[src/rtl/assert_macros.svh]
// ----------------------------------------------------------------------------
// Assertion macros
// Shared concurrent assertion forms for the n-step return accumulator.
// ----------------------------------------------------------------------------
`ifndef ASSERT_MACROS_SVH
`define ASSERT_MACROS_SVH

// Checked on every rising clock edge outside of reset.
`define NSR_ASSERT(lbl, prop, msg) \
   lbl: assert property (@(posedge clock) disable iff (reset) prop) else $error(msg);

// Checked on every rising clock edge, reset included.
`define NSR_ASSERT_ALWAYS(lbl, prop, msg) \
   lbl: assert property (@(posedge clock) prop) else $error(msg);

`endif

[src/rtl/nsr_pkg.sv]
// ----------------------------------------------------------------------------
// nsr_pkg
// Types, widths and register codes of the n-step return accumulator.
// ----------------------------------------------------------------------------
package nsr_pkg;

   localparam int ACTION_W   = 16;
   localparam int REWARD_W   = 32;
   localparam int SLOT_W     = 10;
   localparam int DISCOUNT_W = 17;
   localparam int WINDOW_W   = 4;
   localparam int TERM_W     = 34;
   localparam int POWER_MUL_W = 2 * DISCOUNT_W;

   localparam int MAX_WINDOW_DEFAULT = 8;
   localparam int RING_DEPTH_DEFAULT = 1024;

   localparam int CSR_AW = 3;
   localparam int CSR_DW = 32;

   localparam logic [DISCOUNT_W-1:0] DISCOUNT_RESET = 17'd64881;
   localparam logic [DISCOUNT_W-1:0] DISCOUNT_ONE   = 17'd65536;
   localparam logic [WINDOW_W-1:0]   WINDOW_RESET   = 4'd3;

   localparam logic REG_DISCOUNT = 1'b0;
   localparam logic REG_WINDOW   = 1'b1;

   typedef enum logic [1:0] {
      ST_IDLE,
      ST_MUL,
      ST_ADD,
      ST_EMIT
   } nsr_state_type;

   typedef struct packed {
      logic                       mul_en;
      logic                       shift_en;
      logic signed [REWARD_W-1:0] reward;
   } nsr_cell_ctrl_type;

   typedef struct packed {
      logic [DISCOUNT_W-1:0] discount;
      logic [WINDOW_W-1:0]   window_len;
      logic                  discount_wr;
   } nsr_cfg_type;

endpackage

[src/rtl/nsr_csr.sv]
// ----------------------------------------------------------------------------
// nsr_csr
// APB-style register block holding the discount factor and window length.
// ----------------------------------------------------------------------------
module nsr_csr (
   input  logic                          clock,
   input  logic                          reset,
   input  logic                          csr_psel,
   input  logic                          csr_penable,
   input  logic                          csr_pwrite,
   input  logic [nsr_pkg::CSR_AW-1:0]    csr_paddr,
   input  logic [nsr_pkg::CSR_DW-1:0]    csr_pwdata,
   output logic [nsr_pkg::CSR_DW-1:0]    csr_prdata,
   output logic                          csr_pready,
   output nsr_pkg::nsr_cfg_type          cfg
);
   import nsr_pkg::*;

   logic [DISCOUNT_W-1:0] discount_ff;
   logic [WINDOW_W-1:0]   window_ff;
   logic                  wr_en;
   logic                  reg_sel;

   assign wr_en      = csr_psel && csr_penable && csr_pwrite;
   assign reg_sel    = csr_paddr[2];
   assign csr_pready = 1'b1;

   always_ff @(posedge clock) begin
      if (reset) begin
         discount_ff <= DISCOUNT_RESET;
         window_ff   <= WINDOW_RESET;
      end else if (wr_en) begin
         unique case (reg_sel)
            REG_DISCOUNT: discount_ff <= csr_pwdata[DISCOUNT_W-1:0];
            REG_WINDOW:   window_ff   <= csr_pwdata[WINDOW_W-1:0];
            default:      discount_ff <= discount_ff;
         endcase
      end
   end

   always_comb begin
      unique case (reg_sel)
         REG_DISCOUNT: csr_prdata = {{(CSR_DW-DISCOUNT_W){1'b0}}, discount_ff};
         REG_WINDOW:   csr_prdata = {{(CSR_DW-WINDOW_W){1'b0}}, window_ff};
         default:      csr_prdata = '0;
      endcase
   end

   assign cfg.discount    = (discount_ff > DISCOUNT_ONE) ? DISCOUNT_ONE : discount_ff;
   assign cfg.window_len  = window_ff;
   assign cfg.discount_wr = wr_en && (reg_sel == REG_DISCOUNT);

endmodule

[config.mk]
export PLATFORM = sky130hd
export DESIGN_NAME = nsr_csr
export DESIGN_NICKNAME = d
export VERILOG_FILES = /design/src/rtl/assert_macros.svh /design/src/rtl/nsr_pkg.sv /design/src/rtl/nsr_csr.sv
export SDC_FILE = /design/constraint.sdc
export NUM_CORES = 1
export LEC_CHECK = 0
export ABC_AREA = 0
export ABC_CLOCK_PERIOD_IN_PS = 1700
export BUFFER_PORTS_ARGS = -buffer_cell sky130_fd_sc_hd__buf_2
export CORE_ASPECT_RATIO = 1.1
export CORE_UTILIZATION = 39
export DETAILED_ROUTE_END_ITERATION = 7
export PLACE_DENSITY = 0.79
export SLEW_MARGIN = 20
export SYNTH_ARGS = -nofsm -noshare
export SYNTH_HDL_FRONTEND = slang
export SYNTH_SLANG_ARGS = --single-unit
export TNS_END_PERCENT = 1
[constraint.sdc]
create_clock -name clock -period 1.7 [get_ports clock]
set_input_delay 0.425 -clock clock [delete_from_list [all_inputs] [get_ports clock]]
set_output_delay 0.425 -clock clock [all_outputs]
set_load 0.01 [all_outputs]
==> flow_metrics.py <==
metrics = {
    "die": {
        "rows": 21,
        "dieArea_mm2": 0.00341,
        "pin_count": 95,
        "start_util_pct": 41.0,
        "die_h_um": 61.1,
        "core_mm2": 0.00302,
        "die_x_um": 55.7,
    },
    "cells_and_area": {
        "area_growth_pct": 38.9,
        "final_cells": 260,
        "nets": 267,
        "drive_gt1_share_pct": 45.6,
        "antennaDiodeCount": 0,
        "final_util_pct": 56.9,
    },
    "clock_network": {
        "worst_skew_pair.late_latency_ns": 0.29,
        "h-tree-depth": 1,
        "root_buffer": "clkbuf_4",
        "cts_tree": "yes",
        "cts_max_path_buffers": 2,
        "path_clk_slew_ns": 0.12,
        "cts_buffers": 3,
        "clkSinkCount": 21,
    },
    "grt": {
        "grt_pass1_wl_mm": 4.91,
        "grtUsageTotal_pct": 18.5,
        "grt_pass1_vias": 1085,
        "grt_max_degree": 22,
        "antenna_found_initial": 0,
        "overflow": 0,
    },
    "route": {
        "vias": 1207,
        "dr.pass1.iters": 4,
        "drt_first_iter_violations": 62,
        "routed_wl_mm": 3.19,
        "drcViolationCount": 0,
        "wl_per_cell_um": 12.3,
        "viasPerCell": 4.64,
        "detail-route-antenna-nets": 0,
    },
    "critical_path": {
        "critPathLaunchType": "register",
        "crit_path_start": "discount_ff[8]$_SDFFE_PP1P_",
        "path_max_fanout": 5,
        "path_class": "register to output port",
        "crit_required_ns": 1.27,
        "r2r-start": "discount_ff[0]$_SDFFE_PP1P_",
        "worstSetupEndpointType": "output port",
        "cp.arrival_ns": 1.59,
    },
    "synthesis": {
        "synth_seq_cells": 21,
        "avgSynthCellArea_um2": 8.37,
        "synthCells": 148,
        "synth_cell_types": 22,
        "yosysWarnings": 0,
        "synth_top_cell_by_area": "dfxtp_1",
        "synth_top_cell_area_share_pct": 33.9,
        "synth_area_leaders": "dfxtp_1, nor2b_1, buf_4",
        "synth_area_mm2": 0.00124,
        "ys_seq_area_share_pct": 33.9,
    },
    "power_and_ir_drop": {
        "p_leak_uw": 0.000858,
        "power-per-cell-area_mw_per_mm2": 567,
        "peakVddDrop_uv": 336,
    },
    "run_status": {
        "outcome": "finished with violations",
        "violations": "negative setup slack",
    },
    "placement": {
        "gp_congestion": 0.770,
        "numPlacedInstances": 252,
        "io_buffers": 61,
        "pre_cts_ws_ns": -0.0676,
        "place_hpwl_mm": 2.29,
    },
    "timing": {
        "finalHoldViolations": 0,
        "fin_crit_ns": 2.02,
        "max_freq_mhz": 495,
        "slew_violations": 0,
        "post-route-worst-setup-slack_ns": -0.320,
        "rsz0062_at_grt": "yes",
        "period_share_pct": 119,
        "skew_ns": 0,
        "setup_viol": 10,
    },
    "job": {
        "maxCapViolations": 0,
    },
    "worst_hold_path": {
        "min_path_type": "input port to register",
        "min_from": "csr_pwdata[4]",
    },
}
==> placed cells by master, fill, tap and decap left out <==
master / instances
buf_2: 61
a21oi_1: 6
nor2b_2: 1
nand4b_4: 1
clkbuf_4: 3
nor2b_1: 27
a211o_1: 3
dfxtp_2: 5
mux2i_1: 2
dfxtp_1: 16
clkbuf_1: 1
a41oi_4: 2
buf_4: 21
nand2_1: 32
inv_1: 3
nand4_1: 1
nor4_4: 4
nand3b_1: 10
inv_2: 1
mux2_2: 4
conb_1: 16
nor2_1: 6
==> flip-flops by register name, indices dropped and copies added (netlist names) <==
name and count:
discount_ff 17, window_ff 4
==> through the flow <==
step	hold WS [ns]	area, um^2	setup TNS [ns]	total power [uW]
floorplan	0.463	1290	0	670
global placement	0.473	1610	-0.0437	733
detailed placement	0.479	1610	-0.429	738
CTS	0.317	1710	-3.34	987
global route	0.329	1720	-3.95	1030
finish	0.330	1720	-2.88	975
==> Yosys cell counts <==
cell type,n
nand2_1,32
nor2b_1,27
dfxtp_1,21
buf_4,16
nand3b_1,10
a21oi_1,6
nor2_1,6
clkbuf_1,4
mux2_2,4
a211o_1,3
inv_1,3
nor4_2,3
buf_6,2
conb_1,2
mux2i_1,2
a41oi_4,1
buf_2,1
inv_2,1
nand4_1,1
nand4b_4,1
nor2b_2,1
nor4_4,1
==> timing repair <==
item / CTS / global route
setup endpoints to repair: 10 / 10
hold buffers: 0 / 0
gates resized for setup: 6 / 3
pin swaps: 5 / 4
setup buffers: 2 / 1
gates cloned: 1 / 0
==> final cells by class <==
cell class / count / area, um^2
fill: 296 / 1300
multi-input combinational: 115 / 747
timing repair buffer: 82 / 463
sequential: 21 / 427
tap: 34 / 42.5
clock buffer: 4 / 26.3
inverter: 4 / 15.0
==> cells by family (layout without fill, tap and decap cells) <==
kind of cell	count (synthesis)	after routing	share of synthesized area, %
mux	6	6	5.25
simple gates	82	82	39.1
buf+inv	27	90	14.3
flops	21	21	33.9
other cells	2	16	0.606
compound gates	10	11	6.77
==> power by group <==
| group | internal, uW | switching (uW) |
|---|---|---|
| Combinational | 97.5 | 114 |
| Sequential | 508 | 15.3 |
| Clock | 91.2 | 149 |
| Total | 697 | 278 |
==> worst max-delay path, cell delays in order (launching register included) <==
cell and delay (ns):
dfxtp_2 0.36, nor4_4 0.40, a41oi_4 0.23, nor2b_1 0.17
buf_2 0.14
==> layer usage <==
metal / vias up / routed length [um] / share of wire, % / global-route usage, %
li1: 605 / - / - / -
met1: 557 / 1260 / 39 / 20.1
met2: 41 / 1760 / 55 / 37.5
met3: 4 / 131 / 4.1 / 1.47
met4: 0 / 45 / 1.4 / 8.21
met5: - / 0 / 0 / 0
==> final timing paths <==
kind                                  to  slack [ns]  depth (start not counted)
max                               cfg[9]       -0.32                          4
min          discount_ff[4]$_SDFFE_PP1P_        0.33                          3
max reg2reg  discount_ff[0]$_SDFFE_PP1P_        0.87                          2
min reg2reg    window_ff[1]$_SDFFE_PP1P_        0.51                          1
(Power assumes the default switching activity.)
