[src/rtl/assert_macros.svh]
// ----------------------------------------------------------------------------
// Assertion macros
// Shared concurrent assertion forms for the n-step return accumulator.
// ----------------------------------------------------------------------------
`ifndef ASSERT_MACROS_SVH
`define ASSERT_MACROS_SVH

// Checked on every rising clock edge outside of reset.
`define NSR_ASSERT(lbl, prop, msg) \
   lbl: assert property (@(posedge clock) disable iff (reset) prop) else $error(msg);

// Checked on every rising clock edge, reset included.
`define NSR_ASSERT_ALWAYS(lbl, prop, msg) \
   lbl: assert property (@(posedge clock) prop) else $error(msg);

`endif

[src/rtl/nsr_pkg.sv]
// ----------------------------------------------------------------------------
// nsr_pkg
// Types, widths and register codes of the n-step return accumulator.
// ----------------------------------------------------------------------------
package nsr_pkg;

   localparam int ACTION_W   = 16;
   localparam int REWARD_W   = 32;
   localparam int SLOT_W     = 10;
   localparam int DISCOUNT_W = 17;
   localparam int WINDOW_W   = 4;
   localparam int TERM_W     = 34;
   localparam int POWER_MUL_W = 2 * DISCOUNT_W;

   localparam int MAX_WINDOW_DEFAULT = 8;
   localparam int RING_DEPTH_DEFAULT = 1024;

   localparam int CSR_AW = 3;
   localparam int CSR_DW = 32;

   localparam logic [DISCOUNT_W-1:0] DISCOUNT_RESET = 17'd64881;
   localparam logic [DISCOUNT_W-1:0] DISCOUNT_ONE   = 17'd65536;
   localparam logic [WINDOW_W-1:0]   WINDOW_RESET   = 4'd3;

   localparam logic REG_DISCOUNT = 1'b0;
   localparam logic REG_WINDOW   = 1'b1;

   typedef enum logic [1:0] {
      ST_IDLE,
      ST_MUL,
      ST_ADD,
      ST_EMIT
   } nsr_state_type;

   typedef struct packed {
      logic                       mul_en;
      logic                       shift_en;
      logic signed [REWARD_W-1:0] reward;
   } nsr_cell_ctrl_type;

   typedef struct packed {
      logic [DISCOUNT_W-1:0] discount;
      logic [WINDOW_W-1:0]   window_len;
      logic                  discount_wr;
   } nsr_cfg_type;

endpackage

[src/rtl/nsr_cell.sv]
// ----------------------------------------------------------------------------
// nsr_cell
// One window entry: action, running return and its discount power.
// ----------------------------------------------------------------------------
module nsr_cell (
   input  logic                                clock,
   input  nsr_pkg::nsr_cell_ctrl_type          ctrl,
   input  logic [nsr_pkg::DISCOUNT_W-1:0]      discount,
   input  logic [nsr_pkg::DISCOUNT_W-1:0]      power_in,
   output logic [nsr_pkg::DISCOUNT_W-1:0]      power_out,
   input  logic [nsr_pkg::ACTION_W-1:0]        action_in,
   input  logic signed [nsr_pkg::REWARD_W-1:0] return_in,
   output logic [nsr_pkg::ACTION_W-1:0]        action_out,
   output logic signed [nsr_pkg::REWARD_W-1:0] return_out,
   output logic signed [nsr_pkg::REWARD_W-1:0] updated_out
);
   import nsr_pkg::*;

   localparam int PROD_W = REWARD_W + DISCOUNT_W + 1;
   localparam int SUM_W  = TERM_W + 1;
   localparam logic signed [SUM_W-1:0] SAT_MAX = 35'sd2147483647;
   localparam logic signed [SUM_W-1:0] SAT_MIN = -35'sd2147483648;

   logic [DISCOUNT_W-1:0]      power_ff;
   logic [DISCOUNT_W-1:0]      power_in_next;
   logic [POWER_MUL_W-1:0]     power_prod;
   logic [ACTION_W-1:0]        action_ff;
   logic signed [REWARD_W-1:0] return_ff;
   logic signed [TERM_W-1:0]   term_ff;
   logic signed [TERM_W-1:0]   term_in;
   logic signed [PROD_W-1:0]   reward_prod;
   logic signed [SUM_W-1:0]    sum;

   // The power of this entry's age follows from its neighbor's power.
   assign power_prod    = power_in * discount;
   assign power_in_next = power_prod[DISCOUNT_W+15:16];

   assign reward_prod = ctrl.reward * $signed({1'b0, power_ff});
   assign term_in     = reward_prod[PROD_W-1:16];

   assign sum = {{(SUM_W-REWARD_W){return_ff[REWARD_W-1]}}, return_ff}
              + {term_ff[TERM_W-1], term_ff};

   always_comb begin
      priority if (sum > SAT_MAX) begin
         updated_out = SAT_MAX[REWARD_W-1:0];
      end else if (sum < SAT_MIN) begin
         updated_out = SAT_MIN[REWARD_W-1:0];
      end else begin
         updated_out = sum[REWARD_W-1:0];
      end
   end

   always_ff @(posedge clock) begin
      power_ff <= power_in_next;
      if (ctrl.mul_en) begin
         term_ff <= term_in;
      end
      if (ctrl.shift_en) begin
         action_ff <= action_in;
         return_ff <= return_in;
      end
   end

   assign power_out  = power_ff;
   assign action_out = action_ff;
   assign return_out = return_ff;

endmodule

[config.mk]
export PLATFORM = sky130hd
export DESIGN_NAME = nsr_cell
export DESIGN_NICKNAME = d
export VERILOG_FILES = /design/src/rtl/assert_macros.svh /design/src/rtl/nsr_pkg.sv /design/src/rtl/nsr_cell.sv
export SDC_FILE = /design/constraint.sdc
export NUM_CORES = 2
export LEC_CHECK = 0
export ABC_CLOCK_PERIOD_IN_PS = 22000
export CORE_ASPECT_RATIO = 1.25
export CORE_UTILIZATION = 50
export CTS_BUF_LIST = sky130_fd_sc_hd__clkbuf_4
export DETAILED_ROUTE_END_ITERATION = 7
export DONT_BUFFER_PORTS = 1
export GPL_ROUTABILITY_DRIVEN = 0
export MAX_ROUTING_LAYER = met4
export SYNTH_ARGS = -nofsm -noshare
export SYNTH_HDL_FRONTEND = slang
export SYNTH_SLANG_ARGS = --single-unit
[constraint.sdc]
create_clock -name clock -period 22 [get_ports clock]
set_clock_uncertainty 0.1 [all_clocks]
set_input_delay 3.3 -clock clock [delete_from_list [all_inputs] [get_ports clock]]
set_output_delay 3.3 -clock clock [all_outputs]
set_load 0.005 [all_outputs]
==> metrics.md <==
| Metric | Value |
|---|---|
| Placed cell area | 32700 µm² |
| DR vias | 22000 |
| Core Rows | 103 |
| GRT overflow | 0 |
| Remaining antenna violation count | 0 |
| CP Launch Type | primary input |
| CP peak stage delay | 0.56 ns |
| Final Max Tran Viols | 0 |
| Critical path class | in2reg |
| Detailed Route WL | 79400 µm |
| Smallest setup slack after layout | 12.82 ns |
| Top cell type's share of synthesized area | 46.2% |
| Pre-CTS WS | 12.18 ns |
| Post CTS Setup Buffer Count | 0 |
| GRT Resource Usage Total | 26.3% |
| CP Capture Type | register |
| Max-cap violations | 0 |
| Via-per-instance ratio | 5.28 |
| FF+latch count, synth | 99 |
| First-pass GRT wire length | 130000 µm |
| Top_reg_cell synth | edfxtp_1 |
| CORE AREA | 63300 µm² |
| RSZ-0062 raised after global routing | false |
| Die width | 229 µm |
| Hold slack | 1.50 ns |
| DRC | 0 |
| Post-Syn Area | 32100 µm² |
| I/O Pins | 214 |
| Avg WL per Cell | 19.1 µm |
| Hold Buf Count CTS | 0 |
| Final period demand of the worst path | 9.18 ns |
| Hold Fails Final Rpt | 0 |
| Measured slew at the worst slew-check pin | 0.932 ns |
| Slowest-stage cell, CP | fa_1 |
| IO Port Bufs | 0 |
| Die ar. | 65300 µm² |
| CP top delay family | adder cells |
| Fmax | 109 MHz |
| Proportion of layout cells with a drive suffix above 1 | 2.47% |
| Critical-path cell list | and2_1 -> fa_1 -> inv_1 -> fa_1 -> fa_1 -> inv_1 -> fa_1 -> fa_1 -> fa_1 -> ha_1 -> and4_1 -> and3_1 -> a31oi_1 -> a21oi_1 -> o21ai_0 -> a21oi_1 -> or2_2 -> a211o_1 -> a21oi_1 -> xnor2_1 |
| Clock transition at path regs | 0.19 ns |
| # resized after CTS | 0 |
| CTS Buf Count | 9 |
| Avg Inst Size Synth | 9.39 µm² |
| Final Cycle Share | 41.7% |
| H-tree levels | 3 |
| Count of cell types in the netlist | 62 |
| CTS tree | yes |
| Setup violations, final | 0 |
| CTS root buffer | clkbuf_4 |
| Area leader, netlist | fa_1 |
| Sequential element share of the synthesized area | 8.73% |
| Largest fanout on the critical path | 17 |
| Number of global-route vias before repair | 25100 |
| Worst min path class | reg2reg |
| Largest net degree at the start of global routing | 49 |
| Initial DRT Pass Iterations | 5 |
| Outcome | completed |
| Clock buffer depth | 2 |
| Crit path buf inv count | 2 |
| Post-synth ARST share | 0% |
| Final-stage net count | 4421 |
| Top cells by area, synth | fa_1, inv_1, ha_1 |
| Fill cells | 5869 |
| DIE HEIGHT | 285 µm |
| Synth Net Count | 4528 |
| Clk Latency, worst-skew pair | 0.59 ns |
| Placed wire-length estimate | 64100 µm |
| EDFF count, synth | 82 |
| Synthesis Warnings | 0 |
| Most used cell, CP | fa_1 |
| Worst EP arrival | 9.45 ns |
| Critical Path RT | 22.27 ns |
| Setup TNS | 0 ns |
| Initial Util | 50.8% |
| TritonCTS sink count | 99 |
| Relative slew slack | 37.9% |
| Synth-to-Final Area Change | 2.44% |
| Initial antenna violation count | 1 |
| DR iter-0 viols | 941 |
| Final instance area | 32900 µm² |
| Cells after synthesis | 3419 |
[final timing paths]
path | end | slack (ns) | cells after the start | start
worst max-delay path | term_ff[28] | 12.82 | 20 | ctrl[11]
worst min-delay path | term_ff[33] | 1.50 | 8 | power_out[16]
worst max register to register | term_ff[28] | 14.86 | 21 | power_out[7]
worst min register to register | term_ff[33] | 1.50 | 8 | power_out[16]
[through the flow]
stage	utilization, %	cells
floorplan	-	3419
global placement	51.7	4141
detailed placement	51.7	4141
CTS	52.0	4157
global route	52.0	4158
finish	52.0	4160
[layout by cell type (no fill, tap or decap), types with 4 or more instances in the layout]
cell type | synthesis | final
o21bai_1 | 9 | 9
edfxtp_1 | 82 | 82
xor2_1 | 35 | 35
o21ai_1 | 4 | 4
a211oi_1 | 6 | 6
a21oi_1 | 76 | 76
nor2b_1 | 10 | 10
nor2_1 | 39 | 39
and2_1 | 427 | 427
nand2b_1 | 10 | 10
o21ai_0 | 30 | 30
a31o_2 | 4 | 4
clkbuf_4 | 0 | 9
and4_1 | 5 | 5
o21a_1 | 7 | 7
dfxtp_1 | 17 | 17
nand3_1 | 14 | 14
inv_1 | 847 | 847
nor3_1 | 8 | 8
a31oi_1 | 5 | 5
and3_1 | 14 | 14
nand2_1 | 450 | 450
fa_1 | 741 | 741
buf_4 | 0 | 17
xnor2_1 | 56 | 56
o21ai_2 | 29 | 29
nand4_1 | 12 | 12
ha_1 | 251 | 251
a211o_1 | 4 | 4
a21o_1 | 46 | 46
[routing by layer]
metal,vias to the layer above,wire (µm),track usage (%)
met5,-,0,-
met2,724,41300,46.5
met1,11200,31100,30.7
li1,9836,-,-
met3,146,4810,4.01
met4,0,2110,7.65
[logic make-up after synthesis]
logic type,after synthesis,share of synthesized area [%]
simple gates,1001,15.7
fa+ha+maj,992,56.0
buf+inv,982,11.6
compound gates,253,5.45
flops,99,8.73
xor+xnor,92,2.53
[synthesized netlist by cell type, types with 9 or more instances]
library cell / instances
a21o_1: 46
a21oi_1: 76
and2_1: 427
and3_1: 14
clkbuf_1: 122
dfxtp_1: 17
edfxtp_1: 82
fa_1: 741
ha_1: 251
inv_1: 847
nand2_1: 450
nand2b_1: 10
nand3_1: 14
nand4_1: 12
nor2_1: 39
nor2b_1: 10
o21ai_0: 30
o21ai_2: 29
o21bai_1: 9
xnor2_1: 56
xor2_1: 35
[layout make-up]
cell class                 instances  area (µm²)  area share, %
clock inverter                     7        88.8          0.270
clock buffer                       9        67.6          0.205
multi-input combinational       2338       25600           77.7
tap                              840        1050           3.19
inverter                         847        3180           9.66
sequential                        99        2800           8.52
timing repair buffer              17         128          0.388
antenna                            3        7.51         0.0228
[worst register-to-register path, stage by stage, from the launching register on]
cell	delay, ns
dfxtp_1	0.35
buf_4	0.42
and2_1	0.26
fa_1	0.41
inv_1	0.08
fa_1	0.43
fa_1	0.51
inv_1	0.06
fa_1	0.56
fa_1	0.43
fa_1	0.45
ha_1	0.30
and4_1	0.21
and3_1	0.18
a31oi_1	0.42
a21oi_1	0.25
o21ai_0	0.44
a21oi_1	0.17
or2_2	0.33
a211o_1	0.29
a21oi_1	0.18
xnor2_1	0.09
[sequential cells by signal (all words and copies together), names as in the netlist]
name        flops
action_out     16
power_out      17
return_out     32
term_ff        34
Power is not shown: default switching activity piles up to over one toggle a cycle in this logic, so the estimate is an artifact.
